File: src/ring_exclusion_hop_engine_unit_assert.svh
// assertion helpers shared by the ring exclusion hop engine
`ifndef RING_EXCLUSION_HOP_ENGINE_UNIT_ASSERT_SVH
`define RING_EXCLUSION_HOP_ENGINE_UNIT_ASSERT_SVH

// consequent must hold in the same cycle as the antecedent
`define REXH_ASSERT_SAME(label, clk, rst, ante, cons, msg) \
  label: assert property (@(posedge clk) disable iff (rst) (ante) |-> (cons)) \
    else $error(msg);

// consequent must hold in the cycle after the antecedent
`define REXH_ASSERT_NEXT(label, clk, rst, ante, cons, msg) \
  label: assert property (@(posedge clk) disable iff (rst) (ante) |=> (cons)) \
    else $error(msg);

`endif

File: src/rexh_pkg.sv
package rexh_pkg;

  // default sizes
  localparam int MAX_SITES_DEF   = 1024;
  localparam int MAX_SPECIES_DEF = 4;
  localparam int DRAW_BITS_DEF   = 16;

  // field widths
  localparam int MODE_W     = 2;
  localparam int SITE_W     = 10;
  localparam int SPEC_W     = 2;
  localparam int RATE_W     = 17;
  localparam int DRAW_W     = 16;
  localparam int RING_LEN_W = 11;
  localparam int SPC_CNT_W  = 3;
  localparam int CFG_W      = 11;
  localparam int CFG_IDX_W  = 1;
  localparam int STATUS_W   = 2;

  // threshold is a fraction of one with this many fraction bits
  localparam int RATE_FRAC_BITS = 16;
  localparam logic [RATE_W-1:0] RATE_ONE = RATE_W'(65536);

  localparam logic [RING_LEN_W-1:0] RING_LEN_RST = RING_LEN_W'(1024);
  localparam logic [SPC_CNT_W-1:0]  SPC_CNT_RST  = SPC_CNT_W'(3);

  typedef enum logic [MODE_W-1:0] {
    MODE_HOP     = 2'd0,
    MODE_WR_SITE = 2'd1,
    MODE_RD_SITE = 2'd2,
    MODE_WR_THR  = 2'd3
  } mode_t;

  typedef enum logic [STATUS_W-1:0] {
    ST_OK    = 2'd0,
    ST_RANGE = 2'd1,
    ST_SKIP  = 2'd2
  } status_t;

  typedef enum logic [CFG_IDX_W-1:0] {
    CFG_RING_LENGTH   = 1'd0,
    CFG_SPECIES_COUNT = 1'd1
  } cfg_idx_t;

  typedef struct packed {
    logic [DRAW_W-1:0] uniform_draw;
    logic [RATE_W-1:0] rate_value;
    logic [SPEC_W-1:0] other_species;
    logic [SPEC_W-1:0] species_value;
    logic [SITE_W-1:0] site;
    mode_t             mode;
  } req_t;

  typedef struct packed {
    status_t           status;
    logic              hopped;
    logic [SPEC_W-1:0] read_species;
  } res_t;

endpackage

File: src/rexh_ram.sv
module rexh_ram #(
  parameter int WIDTH = 8,
  parameter int DEPTH = 16,
  localparam int AW = (DEPTH > 1) ? $clog2(DEPTH) : 1
) (
  input  logic             clk,
  input  logic             we,
  input  logic [AW-1:0]    waddr,
  input  logic [WIDTH-1:0] wdata,
  input  logic [AW-1:0]    raddr_a,
  input  logic [AW-1:0]    raddr_b,
  output logic [WIDTH-1:0] rdata_a,
  output logic [WIDTH-1:0] rdata_b
);

  logic [WIDTH-1:0] mem [DEPTH];

  always_ff @(posedge clk) begin
    if (we) begin
      mem[waddr] <= wdata;
    end
    rdata_a <= mem[raddr_a];
    rdata_b <= mem[raddr_b];
  end

endmodule

File: src/rexh_thr_table.sv
module rexh_thr_table #(
  parameter int DEPTH = 16,
  localparam int AW = (DEPTH > 1) ? $clog2(DEPTH) : 1
) (
  input  logic                      clk,
  input  logic                      rst,
  input  logic                      we,
  input  logic [AW-1:0]             waddr,
  input  logic [rexh_pkg::RATE_W-1:0] wdata,
  input  logic [AW-1:0]             raddr,
  output logic [rexh_pkg::RATE_W-1:0] rdata
);
  import rexh_pkg::*;

  logic [DEPTH-1:0]  valid;
  logic              rd_valid;
  logic [RATE_W-1:0] ram_q;

  // entries never written read as zero
  always_ff @(posedge clk) begin
    if (rst) begin
      valid    <= '0;
      rd_valid <= 1'b0;
    end else begin
      if (we) begin
        valid[waddr] <= 1'b1;
      end
      rd_valid <= valid[raddr];
    end
  end

  rexh_ram #(
    .WIDTH (RATE_W),
    .DEPTH (DEPTH)
  ) u_ram (
    .clk     (clk),
    .we      (we),
    .waddr   (waddr),
    .wdata   (wdata),
    .raddr_a (raddr),
    .raddr_b (raddr),
    .rdata_a (ram_q),
    .rdata_b ()
  );

  assign rdata = rd_valid ? ram_q : '0;

endmodule

File: src/rexh_hop_ctrl.sv
module rexh_hop_ctrl #(
  parameter int MAX_SITES   = rexh_pkg::MAX_SITES_DEF,
  parameter int MAX_SPECIES = rexh_pkg::MAX_SPECIES_DEF,
  parameter int DRAW_BITS   = rexh_pkg::DRAW_BITS_DEF,
  localparam int LEN_W = ($clog2(MAX_SITES + 1) > rexh_pkg::RING_LEN_W) ?
                         $clog2(MAX_SITES + 1) : rexh_pkg::RING_LEN_W,
  localparam int NSP_W = ($clog2(MAX_SPECIES + 1) > rexh_pkg::SPC_CNT_W) ?
                         $clog2(MAX_SPECIES + 1) : rexh_pkg::SPC_CNT_W
) (
  input  logic                 clk,
  input  logic                 rst,
  input  logic                 in_valid,
  output logic                 in_ready,
  input  rexh_pkg::req_t       in_req,
  input  logic [LEN_W-1:0]     used_len,
  input  logic [NSP_W-1:0]     used_nsp,
  output logic                 res_valid,
  input  logic                 res_ready,
  output rexh_pkg::res_t       res
);
  import rexh_pkg::*;
  `include "ring_exclusion_hop_engine_unit_assert.svh"

  localparam int ADDR_W   = $clog2(MAX_SITES);
  localparam int TH_DEPTH = MAX_SPECIES * MAX_SPECIES;
  localparam int TH_AW    = $clog2(TH_DEPTH);
  localparam int CMP_W    = DRAW_BITS + RATE_W;
  localparam logic [DRAW_W-1:0] DRAW_MASK = (DRAW_BITS >= DRAW_W) ? '1 :
                                            DRAW_W'((64'd1 << DRAW_BITS) - 64'd1);

  typedef enum logic [4:0] {
    S_IDLE = 5'b00001,
    S_RING = 5'b00010,
    S_THR  = 5'b00100,
    S_SWAP = 5'b01000,
    S_DONE = 5'b10000
  } state_t;

  state_t             state, state_next;
  req_t               req_q;
  res_t               res_q, res_next;
  logic [ADDR_W-1:0]  nxt_q;
  logic [SPEC_W-1:0]  a_q, b_q;

  logic               accept;
  logic [LEN_W-1:0]   site_ext, site_inc, nxt_in;
  logic [SPEC_W-1:0]  ring_a, ring_b;
  logic               ring_we;
  logic [ADDR_W-1:0]  ring_waddr;
  logic [SPEC_W-1:0]  ring_wdata;
  logic               thr_we;
  logic [TH_AW-1:0]   thr_waddr, thr_raddr;
  logic [RATE_W-1:0]  thr_rdata;
  logic               site_bad, a_bad, b_bad, sval_bad, oval_bad;
  logic [CMP_W-1:0]   draw_scaled, thr_scaled;

  function automatic logic [TH_AW-1:0] th_index(input logic [SPEC_W-1:0] row,
                                                input logic [SPEC_W-1:0] col);
    return TH_AW'(int'(row) * MAX_SPECIES + int'(col));
  endfunction

  assign in_ready  = (state == S_IDLE);
  assign accept    = in_valid && in_ready;
  assign res_valid = (state == S_DONE);
  assign res       = res_q;

  // clockwise neighbor wraps to site zero at the ring length
  assign site_ext = LEN_W'(in_req.site);
  assign site_inc = site_ext + LEN_W'(1);
  assign nxt_in   = (site_inc == used_len) ? '0 : site_inc;

  rexh_ram #(
    .WIDTH (SPEC_W),
    .DEPTH (MAX_SITES)
  ) u_ring (
    .clk     (clk),
    .we      (ring_we),
    .waddr   (ring_waddr),
    .wdata   (ring_wdata),
    .raddr_a (site_ext[ADDR_W-1:0]),
    .raddr_b (nxt_in[ADDR_W-1:0]),
    .rdata_a (ring_a),
    .rdata_b (ring_b)
  );

  rexh_thr_table #(
    .DEPTH (TH_DEPTH)
  ) u_thr (
    .clk   (clk),
    .rst   (rst),
    .we    (thr_we),
    .waddr (thr_waddr),
    .wdata (req_q.rate_value),
    .raddr (thr_raddr),
    .rdata (thr_rdata)
  );

  assign site_bad  = (LEN_W'(req_q.site) >= used_len);
  assign a_bad     = (NSP_W'(ring_a) >= used_nsp);
  assign b_bad     = (NSP_W'(ring_b) >= used_nsp);
  assign sval_bad  = (NSP_W'(req_q.species_value) >= used_nsp);
  assign oval_bad  = (NSP_W'(req_q.other_species) >= used_nsp);
  assign thr_raddr = th_index(ring_a, ring_b);
  assign thr_waddr = th_index(req_q.species_value, req_q.other_species);

  // draw / 2^DRAW_BITS < thr / 2^16, cross multiplied
  assign draw_scaled = CMP_W'(req_q.uniform_draw & DRAW_MASK) << RATE_FRAC_BITS;
  assign thr_scaled  = CMP_W'(thr_rdata) << DRAW_BITS;

  always_comb begin
    state_next = state;
    res_next   = res_q;
    ring_we    = 1'b0;
    ring_waddr = ADDR_W'(req_q.site);
    ring_wdata = req_q.species_value;
    thr_we     = 1'b0;
    unique case (state)
      S_IDLE: begin
        if (accept) begin
          res_next   = '{status: ST_OK, hopped: 1'b0, read_species: '0};
          state_next = S_RING;
        end
      end
      S_RING: begin
        state_next = S_DONE;
        unique case (req_q.mode)
          MODE_HOP: begin
            if (site_bad || a_bad || b_bad) begin
              res_next.status = ST_RANGE;
            end else if (ring_a == ring_b) begin
              res_next.status = ST_SKIP;
            end else begin
              state_next = S_THR;
            end
          end
          MODE_WR_SITE: begin
            if (site_bad || sval_bad) begin
              res_next.status = ST_RANGE;
            end else begin
              ring_we = 1'b1;
            end
          end
          MODE_RD_SITE: begin
            if (site_bad) begin
              res_next.status = ST_RANGE;
            end else begin
              res_next.read_species = ring_a;
            end
          end
          MODE_WR_THR: begin
            if (sval_bad || oval_bad || (req_q.rate_value > RATE_ONE)) begin
              res_next.status = ST_RANGE;
            end else begin
              thr_we = 1'b1;
            end
          end
          default: begin
            res_next.status = ST_RANGE;
          end
        endcase
      end
      S_THR: begin
        if (draw_scaled < thr_scaled) begin
          ring_we         = 1'b1;
          ring_wdata      = b_q;
          res_next.hopped = 1'b1;
          state_next      = S_SWAP;
        end else begin
          state_next = S_DONE;
        end
      end
      S_SWAP: begin
        ring_we    = 1'b1;
        ring_waddr = nxt_q;
        ring_wdata = a_q;
        state_next = S_DONE;
      end
      S_DONE: begin
        if (res_ready) begin
          state_next = S_IDLE;
        end
      end
      default: begin
        state_next = S_IDLE;
      end
    endcase
  end

  always_ff @(posedge clk) begin
    if (rst) begin
      state <= S_IDLE;
    end else begin
      state <= state_next;
    end
  end

  always_ff @(posedge clk) begin
    res_q <= res_next;
    if (accept) begin
      req_q <= in_req;
      nxt_q <= nxt_in[ADDR_W-1:0];
    end
    if (state == S_RING) begin
      a_q <= ring_a;
      b_q <= ring_b;
    end
  end

  `REXH_ASSERT_NEXT(a_accept_reads, clk, rst, accept, state == S_RING,
                    "accepted request did not move to ring read")
  `REXH_ASSERT_NEXT(a_swap_done, clk, rst, state == S_SWAP, state == S_DONE,
                    "neighbor write not followed by result")
  `REXH_ASSERT_SAME(a_hop_ok, clk, rst, (state == S_DONE) && res_q.hopped,
                    (res_q.status == ST_OK) && (req_q.mode == MODE_HOP),
                    "swap reported outside a clean hop")
  `REXH_ASSERT_SAME(a_read_mode, clk, rst,
                    (state == S_DONE) && (res_q.read_species != '0),
                    req_q.mode == MODE_RD_SITE,
                    "read label reported outside read mode")
  `REXH_ASSERT_SAME(a_write_states, clk, rst, ring_we,
                    (state == S_RING) || (state == S_THR) || (state == S_SWAP),
                    "ring written outside a working state")

endmodule

File: src/ring_exclusion_hop_engine_unit.sv
// channel   direction  payload
// s_*       in         s_tuser: mode; s_tdata: site, species_value, other_species,
//                      rate_value, uniform_draw
// m_*       out        m_tdata: read_species, hopped; m_tuser: status
// cfg_*     in         register index and write data, no read-back
//
// a hop that swaps runs from request to the next request through ring pair read,
// threshold read, site write, neighbor write and hand-over to the output register;
// a refused hop leaves out both writes, and a skipped or out-of-range hop goes from
// the ring pair read straight to hand-over, as do site write, site read and threshold
// write; the single write port of the ring memory makes a hop write site and neighbor in turn.
// synchronous reset clears control, threshold valid bits, ring_length to 1024 and
// species_count to 3; the ring holds no reset and needs no clearing pass.
// a result waits in the output register; the engine stalls in its last step
// only while that register is still full.
module ring_exclusion_hop_engine_unit #(
  parameter int MAX_SITES   = rexh_pkg::MAX_SITES_DEF,
  parameter int MAX_SPECIES = rexh_pkg::MAX_SPECIES_DEF,
  parameter int DRAW_BITS   = rexh_pkg::DRAW_BITS_DEF
) (
  input  logic                           clk,
  input  logic                           rst,
  input  logic                           s_tvalid,
  output logic                           s_tready,
  // site[9:0], species_value[11:10], other_species[13:12], rate_value[30:14],
  // uniform_draw[46:31], zero[47]
  input  logic [47:0]                    s_tdata,
  // mode[1:0]
  input  logic [rexh_pkg::MODE_W-1:0]    s_tuser,
  output logic                           m_tvalid,
  input  logic                           m_tready,
  // read_species[1:0], hopped[2], zero[7:3]
  output logic [7:0]                     m_tdata,
  // status[1:0]
  output logic [rexh_pkg::STATUS_W-1:0]  m_tuser,
  input  logic                           cfg_we,
  input  logic [rexh_pkg::CFG_IDX_W-1:0] cfg_index,
  input  logic [rexh_pkg::CFG_W-1:0]     cfg_wdata
);
  import rexh_pkg::*;

  localparam int LEN_W = ($clog2(MAX_SITES + 1) > RING_LEN_W) ?
                         $clog2(MAX_SITES + 1) : RING_LEN_W;
  localparam int NSP_W = ($clog2(MAX_SPECIES + 1) > SPC_CNT_W) ?
                         $clog2(MAX_SPECIES + 1) : SPC_CNT_W;

  logic [RING_LEN_W-1:0] ring_length;
  logic [SPC_CNT_W-1:0]  species_count;
  logic [LEN_W-1:0]      len_ext, used_len;
  logic [NSP_W-1:0]      nsp_ext, used_nsp;
  req_t                  req;
  res_t                  res, res_out;
  logic                  res_valid, res_ready;

  always_ff @(posedge clk) begin
    if (rst) begin
      ring_length   <= RING_LEN_RST;
      species_count <= SPC_CNT_RST;
    end else if (cfg_we) begin
      unique case (cfg_idx_t'(cfg_index))
        CFG_RING_LENGTH:   ring_length   <= cfg_wdata[RING_LEN_W-1:0];
        CFG_SPECIES_COUNT: species_count <= cfg_wdata[SPC_CNT_W-1:0];
        default: ;
      endcase
    end
  end

  // registers are used clamped to their meaningful range
  assign len_ext  = LEN_W'(ring_length);
  assign used_len = (len_ext < LEN_W'(2)) ? LEN_W'(2) :
                    (len_ext > LEN_W'(MAX_SITES)) ? LEN_W'(MAX_SITES) : len_ext;
  assign nsp_ext  = NSP_W'(species_count);
  assign used_nsp = (nsp_ext < NSP_W'(2)) ? NSP_W'(2) :
                    (nsp_ext > NSP_W'(MAX_SPECIES)) ? NSP_W'(MAX_SPECIES) : nsp_ext;

  assign req.mode          = mode_t'(s_tuser);
  assign req.site          = s_tdata[9:0];
  assign req.species_value = s_tdata[11:10];
  assign req.other_species = s_tdata[13:12];
  assign req.rate_value    = s_tdata[30:14];
  assign req.uniform_draw  = s_tdata[46:31];

  rexh_hop_ctrl #(
    .MAX_SITES   (MAX_SITES),
    .MAX_SPECIES (MAX_SPECIES),
    .DRAW_BITS   (DRAW_BITS)
  ) u_ctrl (
    .clk       (clk),
    .rst       (rst),
    .in_valid  (s_tvalid),
    .in_ready  (s_tready),
    .in_req    (req),
    .used_len  (used_len),
    .used_nsp  (used_nsp),
    .res_valid (res_valid),
    .res_ready (res_ready),
    .res       (res)
  );

  assign res_ready = !m_tvalid || m_tready;

  always_ff @(posedge clk) begin
    if (rst) begin
      m_tvalid <= 1'b0;
    end else if (res_valid && res_ready) begin
      m_tvalid <= 1'b1;
    end else if (m_tready) begin
      m_tvalid <= 1'b0;
    end
  end

  always_ff @(posedge clk) begin
    if (res_valid && res_ready) begin
      res_out <= res;
    end
  end

  assign m_tdata = {5'b0, res_out.hopped, res_out.read_species};
  assign m_tuser = res_out.status;

endmodule

File: config.mk
export PLATFORM = sky130hd
export DESIGN_NAME = ring_exclusion_hop_engine_unit
export DESIGN_NICKNAME = d
export VERILOG_FILES = /design/src/rexh_pkg.sv /design/src/rexh_ram.sv /design/src/rexh_thr_table.sv /design/src/rexh_hop_ctrl.sv /design/src/ring_exclusion_hop_engine_unit.sv
export VERILOG_INCLUDE_DIRS = /design/src /design/src/src
export SDC_FILE = /design/constraint.sdc
export NUM_CORES = 2
export LEC_CHECK = 0
export ABC_CLOCK_PERIOD_IN_PS = 48700
export BUFFER_PORTS_ARGS = -buffer_cell sky130_fd_sc_hd__buf_4
export CAP_MARGIN = 20
export CORE_UTILIZATION = 30
export DETAILED_ROUTE_END_ITERATION = 10
export PLACE_DENSITY_LB_ADDON = 0.05
export SYNTH_ARGS = -nofsm -noshare
export SYNTH_HDL_FRONTEND = slang
export SYNTH_SLANG_ARGS = --single-unit
File: constraint.sdc
create_clock -name clk -period 48.7 [get_ports clk]
set_input_delay 0 -clock clk [delete_from_list [all_inputs] [get_ports clk]]
set_output_delay 0 -clock clk [all_outputs]
set_load 0.02 [all_outputs]
# [After elaboration in Yosys (flattened, before gate mapping)]
# Memories as Yosys holds them, arrays and structs flattened. A register that Yosys moved wholly into a read port is not among the register bits.
# Index checks and enable logic that the tools add are counted.
[word_totals] ff_bits=110 mem_bits_rw=2320 in_bits=67 out_inout_bits=12 elab_cells=127 n_memories=2
[op_classes] add_sub_neg=3 n_lt_le_gt_ge=14 n_eq_ne=19 mux=46 n_bitwise=2 reduce_logical=20
[mem_list] name="u_ctrl.u_ring.mem" depth=1024 width=2 read_ports=2 rd_clocked_by_memory_dff=2 wr=1 line="rexh_ram.sv:16" rtl="logic [WIDTH-1:0] mem [DEPTH];"
[mem_list] name="u_ctrl.u_thr.u_ram.mem" depth=16 width=17 read_ports=1 rd_clocked_by_memory_dff=1 wr=1 line="rexh_ram.sv:16"
[op_table] cell="$mux 5" count=7
[op_table] cell="$lt 32x33->1" count=1
[op_table] cell="$pmux 5 s5" count=1
[op_table] cell="$mux 11" count=2
[op_table] cell="$mux 10" count=2
[op_table] cell="$gt 17x17->1 const B" count=1
[op_table] cell="$mux 17" count=1
[op_table] cell="$mux 2" count=8
[op_table] cell="$or 16x16->16" count=1
[op_table] cell="$mux 1" count=15
[op_table] cell="$ge 2x3->1" count=4
[op_table] cell="$pmux 2 s2" count=3
[op_table] cell="$add 10x1->11 const B" count=1
[op_table] cell="$eq 11x11->1" count=1
[op_table] cell="$ge 10x11->1" count=1
[op_table] cell="$gt 11x11->1 const B" count=1
[op_table] cell="$lt 11x2->1 const B" count=1
[op_table] cell="$lt 4x5->1 const B" count=2
[op_table] cell="$ne 3x2->1 const B" count=3
[op_table] cell="$add 4x2->4" count=2
[op_table] cell="$pmux 2 s4" count=1
[op_table] cell="$logic_or 1x1->1" count=6
[op_table] cell="$mux 3" count=2
[op_table] cell="$ne 2x2->1 const B" count=3
[op_table] cell="26 further kinds" count=34

# [Depth between registers and ports, before layout]
[depth] ltp_word=11 mapped_depth=20 ltp_nobuf=16

# [Hierarchy]
# A second synthesis with hierarchy kept.
[hier_totals] cells_unflattened=7362 area_unflattened_um2=119399.5
[modules_own_cells] module="rexh_ram at u_ctrl.u_ring" n_inst=1 cells_per_inst=6209 area_per_inst_um2=100744.1 seq_area_each_um2=61579.1
[modules_own_cells] module="rexh_ram at u_ctrl.u_thr.u_ram" n_inst=1 cells_per_inst=621 area_per_inst_um2=13071.3 seq_area_each_um2=8848.5
[modules_own_cells] module="rexh_hop_ctrl" n_inst=1 cells_per_inst=343 area_per_inst_um2=3921.3 seq_area_each_um2=2142.1
[modules_own_cells] module="ring_exclusion_hop_engine_unit" n_inst=1 cells_per_inst=95 area_per_inst_um2=850.8 seq_area_each_um2=450.4
[modules_own_cells] module="rexh_thr_table" n_inst=1 cells_per_inst=94 area_per_inst_um2=812.0 seq_area_each_um2=340.3

# [Worst setup path after synthesis]
# Ideal clock, no wire load.
[synth_path] path_type="reg-to-reg" startpoint="reg u_ctrl.u_thr.rd_valid" endpoint="mem u_ctrl.u_ring.mem[0][1] in the netlist's numbering, data pin" setup_time_ns=2.859 arrival_time_ns=15.304 t_required_ns=45.841 setup_slack_ns=30.537 stages_incl_launch_ff=15 path_buffers=1 period_less_slack_ns=18.163 path_cell_list="dfxtp_1 > clkbuf_1 > nand2_1 > ha_1 > a21o_1 > a21o_1 > a21o_1 > a21o_1 > a21o_1 > a21o_1 > a2111oi_0 > nor3_1 > nor2b_1 > and2_1 > a221o_1"
[synth_via] elab_chain_len=4
[synth_rtl] item="from (decl)" line="rexh_thr_table.sv:16" rtl="logic rd_valid;"
[synth_rtl] item="from (signal assigned)" line="rexh_thr_table.sv:28" rtl="rd_valid <= valid[raddr];"
[synth_rtl] item="$mux 17" line="rexh_thr_table.sv:46" rtl="assign rdata = rd_valid ? ram_q : '0;"
[synth_rtl] item="$lt 32x33->1" line="rexh_hop_ctrl.sv:163" rtl="if (draw_scaled < thr_scaled) begin"
[synth_rtl] item="$mux 2" line="rexh_hop_ctrl.sv:163"
[synth_rtl] item="$pmux 2 s2" line="rexh_hop_ctrl.sv:117" rtl="unique case (state)"
[synth_rtl] item="via u_ctrl.ring_wdata[1]" line="rexh_hop_ctrl.sv:50" rtl="logic [SPEC_W-1:0] ring_wdata;"
[synth_rtl] item="to (decl)" line="rexh_ram.sv:16"
# The timed path passes the listed nets, and every way through them passes these cells.

# [Final worst setup path]
[layout_path] startpoint="in s_tdata[1]" endpoint="reg u_ctrl.u_ring.rdata_b[0], read port of u_ctrl.u_ring.mem"
[layout_via] elab_chain_len=3
[layout_rtl] item="from (decl)" line="ring_exclusion_hop_engine_unit.sv:27" rtl="input logic [47:0] s_tdata,"
[layout_rtl] item="$add 10x1->11 *" line="rexh_hop_ctrl.sv:69" rtl="assign site_inc = site_ext + LEN_W'(1);"
[layout_rtl] item="$eq 11x11->1" line="rexh_hop_ctrl.sv:70" rtl="assign nxt_in = (site_inc == used_len) ? '0 : site_inc;"
[layout_rtl] item="$mux 10 *" line="rexh_hop_ctrl.sv:70"
[layout_rtl] item="via u_ctrl.nxt_in[2]" line="rexh_hop_ctrl.sv:46" rtl="logic [LEN_W-1:0] site_ext, site_inc, nxt_in;"
[layout_rtl] item="to (decl)" line="rexh_ram.sv:13" rtl="output logic [WIDTH-1:0] rdata_b"
# The timed path passes the listed nets; every way through them passes the cells marked *.
# A chain may end at the register's enable or synchronous reset.

==> results.md <==
- Clock tree buffer depth: 4
- Starting Density: 30.18%
- Antenna viol nets, final: 0
- Clk slew on worst S/H paths: 0.06 ns
- Detailed Place HPWL: 332500 um
- Global-route usage over all layers: 26.40%
- Fillers: 38111
- Final min period: 7.975 ns
- Fin. max-slew vios: 0
- Post-synthesis async set-or-reset flop share: 0%
- RSZ-0062 raised after global routing: no
- CTS root buf: clkbuf_16
- Worst reg2reg startpoint: len_ext[10]$_SDFFE_PP1P_
- Global-route wire length before repair: 732000 um
- Area delta synth->final: 15.65%
- I/O pin cnt: 79
- Proportion of layout cells with a drive suffix above 1: 23.23%
- Pwr Total: 5425 uW
- Multi-input logic area: 43810 um2
- Overflow after GRT: 0
- Layout net count: 8056
- Synthesized cell area: 119700 um2
- Worst setup path category: primary input to flip-flop
- PwrDens: 39.20 nW/um2
- Crit share post-route: 16.38%
- Initial antenna violation count: 51
- Register bit total from synthesis: 2451
- Number of placement rows: 231
- CTS H-tree lvls: 5
- Startpoint types: primary input
- Flop2flop setup slack: 41.26 ns
- Final setup viols: 0
- Vias in the first global route: 82715
- Number of CTS-inserted buffers: 310
- Cells on worst reg2reg path: 16
- FF+latch area: 73030 um2
- Req. time, crit path: 49.43 ns
- CP endpoint: u_ctrl.u_ring.rdata_b[0]$_DFF_P_
- Worst Setup SP: s_tdata[1]
- Least-Margin Pin Slew: 1.386 ns
- Wirelength per Cell: 40.19 um
- Mean Syn Cell Area: 15.05 um2
- Die height: 633.6 um
- Die Span X: 633.6 um
- GP Congestion: 0.8325
- Slew margin rel.: 7.421%
- Fin cells: 13470
- Max Fclk: 125.4 MHz
- Hold Vio Cnt, Final: 0
- Yosys warnings: 0
- TritonCTS clock tree: built
- Max_cap viols: 0
- Violation count after the first detailed-route iteration: 9898
- Ys flop type: edfxtp_1
- Worst-path fanout max: 71
- Hold WC Path Type: primary input to flip-flop
- Vias per inst: 6.115
- Worst Path Arrival: 8.71 ns
- Worst Setup End Kind: flip-flop
- Worst Hold Slack: 0.1156 ns
- CTS sink count: 2451
- Worst vdd ir: 25.42 uV
- Status: finished clean
- Core Area: 396500 um2
- Cells after DPL: 12735
- Full die area: 401400 um2
- Distinct cells, synth: 86
- Reg-to-Reg End: u_ctrl.u_ring.rdata_b[0]$_DFF_P_
- DR pass1 iterations: 6
- Postcts setup bufs: 0
- Largest net degree at the start of global routing: 212
- Clk Latency, worst-skew pair: 0.98 ns
- Via Count: 82370
- Post-synthesis sequential area ratio: 61.02%
- PortBufs: 72
- Post-synth EDFFs: 2393
- Mapped Cells: 7952
- Drt total wl: 541400 um
- Clock skew: 0.07876 ns
- Setup TNS: 0 ns
- Leakage: 0.04218 uW
- # DRC: 0
-- final cells by class --
class	count	share of cell area, %
Sequential cell	2451	52.77
Inverter	35	0.1067
Timing Repair Buffer	513	3.287
Clock buffer	367	5.875
Tap cell	5242	4.739
Clock inverter	196	1.530
Antenna cell	22	0.03978
Multi-Input combinational cell	4644	31.65
-- registers in the layout (all words and copies together) (netlist names), 3 cells and up --
signal / count
len_ext: 11
m_tdata: 3
nsp_ext: 3
u_ctrl.draw_scaled: 16
u_ctrl.nxt_q: 10
u_ctrl.req_q: 33
u_ctrl.res: 5
u_ctrl.state: 5
u_ctrl.u_ring.mem: 2048
u_ctrl.u_thr.u_ram.mem: 272
u_ctrl.u_thr.u_ram.rdata_a: 17
u_ctrl.u_thr.valid: 16
-- metal layers --
layer / global-route usage [%] / vias to the layer above / part of all wire [%]
met3: 5.677 / 869 / 7.9
met4: 10.01 / 14 / 4.3
met2: 40.97 / 4029 / 45
met5: 0.4106 / - / 0.057
li1: - / 33015 / -
met1: 36.13 / 44443 / 43
-- cells in the mapped netlist, types with 18 or more instances --
library cell  number  area [um2]
edfxtp_1        2393       71860
mux4_2           859       19350
nor3_1           723        3618
nand2_1          502        1884
clkbuf_1         495        1858
mux2i_1          398        3984
nor4_1           395        2471
a21oi_1          245        1226
o21ai_0          228        1141
nor2_1           209       784.5
buf_2            179       895.9
buf_1            126       473.0
mux2_2            94        1059
nand3_1           94       470.5
a31oi_1           73       456.7
o22ai_1           73       456.7
a221oi_1          58       508.0
dfxtp_1           58        1161
a22oi_1           57       427.9
o211ai_1          53       397.9
a211oi_1          44       330.3
o221ai_1          38       332.8
nand2b_1          37       231.5
ha_1              34       425.4
a22o_1            27       236.5
inv_1             27       101.4
a2111oi_0         24       210.2
a221o_1           24       240.2
and3_1            24       150.1
buf_4             24       180.2
a21o_1            19       142.6
a311oi_1          18       157.7
-- logic make-up (layout without fill, tap and decap cells) --
logic type	after synthesis	in the layout	synth area share, %
compound gates	1153	1153	6.546
simple gates	2082	2082	8.587
flops	2451	2451	61.02
fa+ha+maj	34	34	0.3555
xor+xnor	19	19	0.1391
buf+inv	861	1111	2.975
mux	1351	1351	20.38
other cells	1	27	0.003133
-- critical path, stage by stage --
cell and delay [ns]:
dlygate4sd3_1 0.56, buf_8 0.50, buf_4 0.74, and3_1 0.42, o21ai_0 0.17, o211a_1 0.17
o311a_1 0.39, o2111ai_4 0.22, buf_4 0.51, buf_12 0.54, buf_4 0.66, nand2_1 0.32
buf_4 0.36, clkinv_1 0.46, o221a_2 0.29, nor3_1 0.04, nor4_1 0.49, nand3b_1 0.34
a311oi_1 0.14, nor3b_1 1.12
-- cells in the final DEF, fill, tap and decap left out, types with 27 or more instances in the layout --
master	synthesis	layout
a211oi_1	44	44
a21oi_1	245	245
a221oi_1	58	58
a22o_1	27	27
a22oi_1	57	57
a31oi_1	73	66
buf_4	24	329
bufinv_16	0	39
clkbuf_1	495	49
clkbuf_16	0	317
clkinv_1	3	72
clkinv_2	0	56
dfxtp_1	58	54
dlygate4sd3_1	0	149
edfxtp_1	2393	2393
ha_1	34	33
mux2_2	94	94
mux2i_1	398	397
mux4_2	859	859
nand2_1	502	485
nand2b_1	37	30
nand3_1	94	94
nor2_1	209	158
nor2_4	1	30
nor3_1	723	718
nor4_1	395	395
o211ai_1	53	53
o21ai_0	228	227
o221ai_1	38	38
o22ai_1	73	73
-- how the worst min path moves through the flow --
| stage | cells past startpoint | end | slack (ns) | from |
|---|---|---|---|---|
| 2_1_floorplan | 0 | u_ctrl.draw_scaled[16]$_DFFE_PP_ | 0.1 | s_tdata[31] |
| 3_3_place_gp | 1 | u_ctrl.draw_scaled[29]$_DFFE_PP_ | 0.18 | s_tdata[44] |
| 3_5_place_dp | 1 | u_ctrl.req_q[14]$_DFFE_PP_ | 0.18 | s_tdata[12] |
| 4_1_cts | 2 | u_ctrl.req_q[9]$_DFFE_PP_ | 0.03 | s_tdata[7] |
| 5_1_grt | 2 | u_ctrl.req_q[9]$_DFFE_PP_ | 0.07 | s_tdata[7] |
| 6_report | 2 | u_ctrl.req_q[9]$_DFFE_PP_ | 0.12 | s_tdata[7] |
-- metrics by stage --
stage	area (um2)	setup slack [ns]	utilization [%]
2_1_floorplan	119700	30.54	-
3_3_place_gp	126600	40.19	31.92
3_5_place_dp	126600	40.18	31.92
4_1_cts	138300	41.02	34.88
5_1_grt	138400	40.79	34.89
6_report	138400	40.73	34.90
-- report_power, final --
group	leakage (uW)	switching (uW)	internal [uW]
clock	0.00499	977	1400
combinational	0.0152	473	204
sequential	0.0220	20.1	2350
-- what timing repair did --
action	CTS	global route
resized for setup	0	0
hold buffers	149	0
endpoints found under the hold margin	117	0
(Power assumes the default switching activity.)
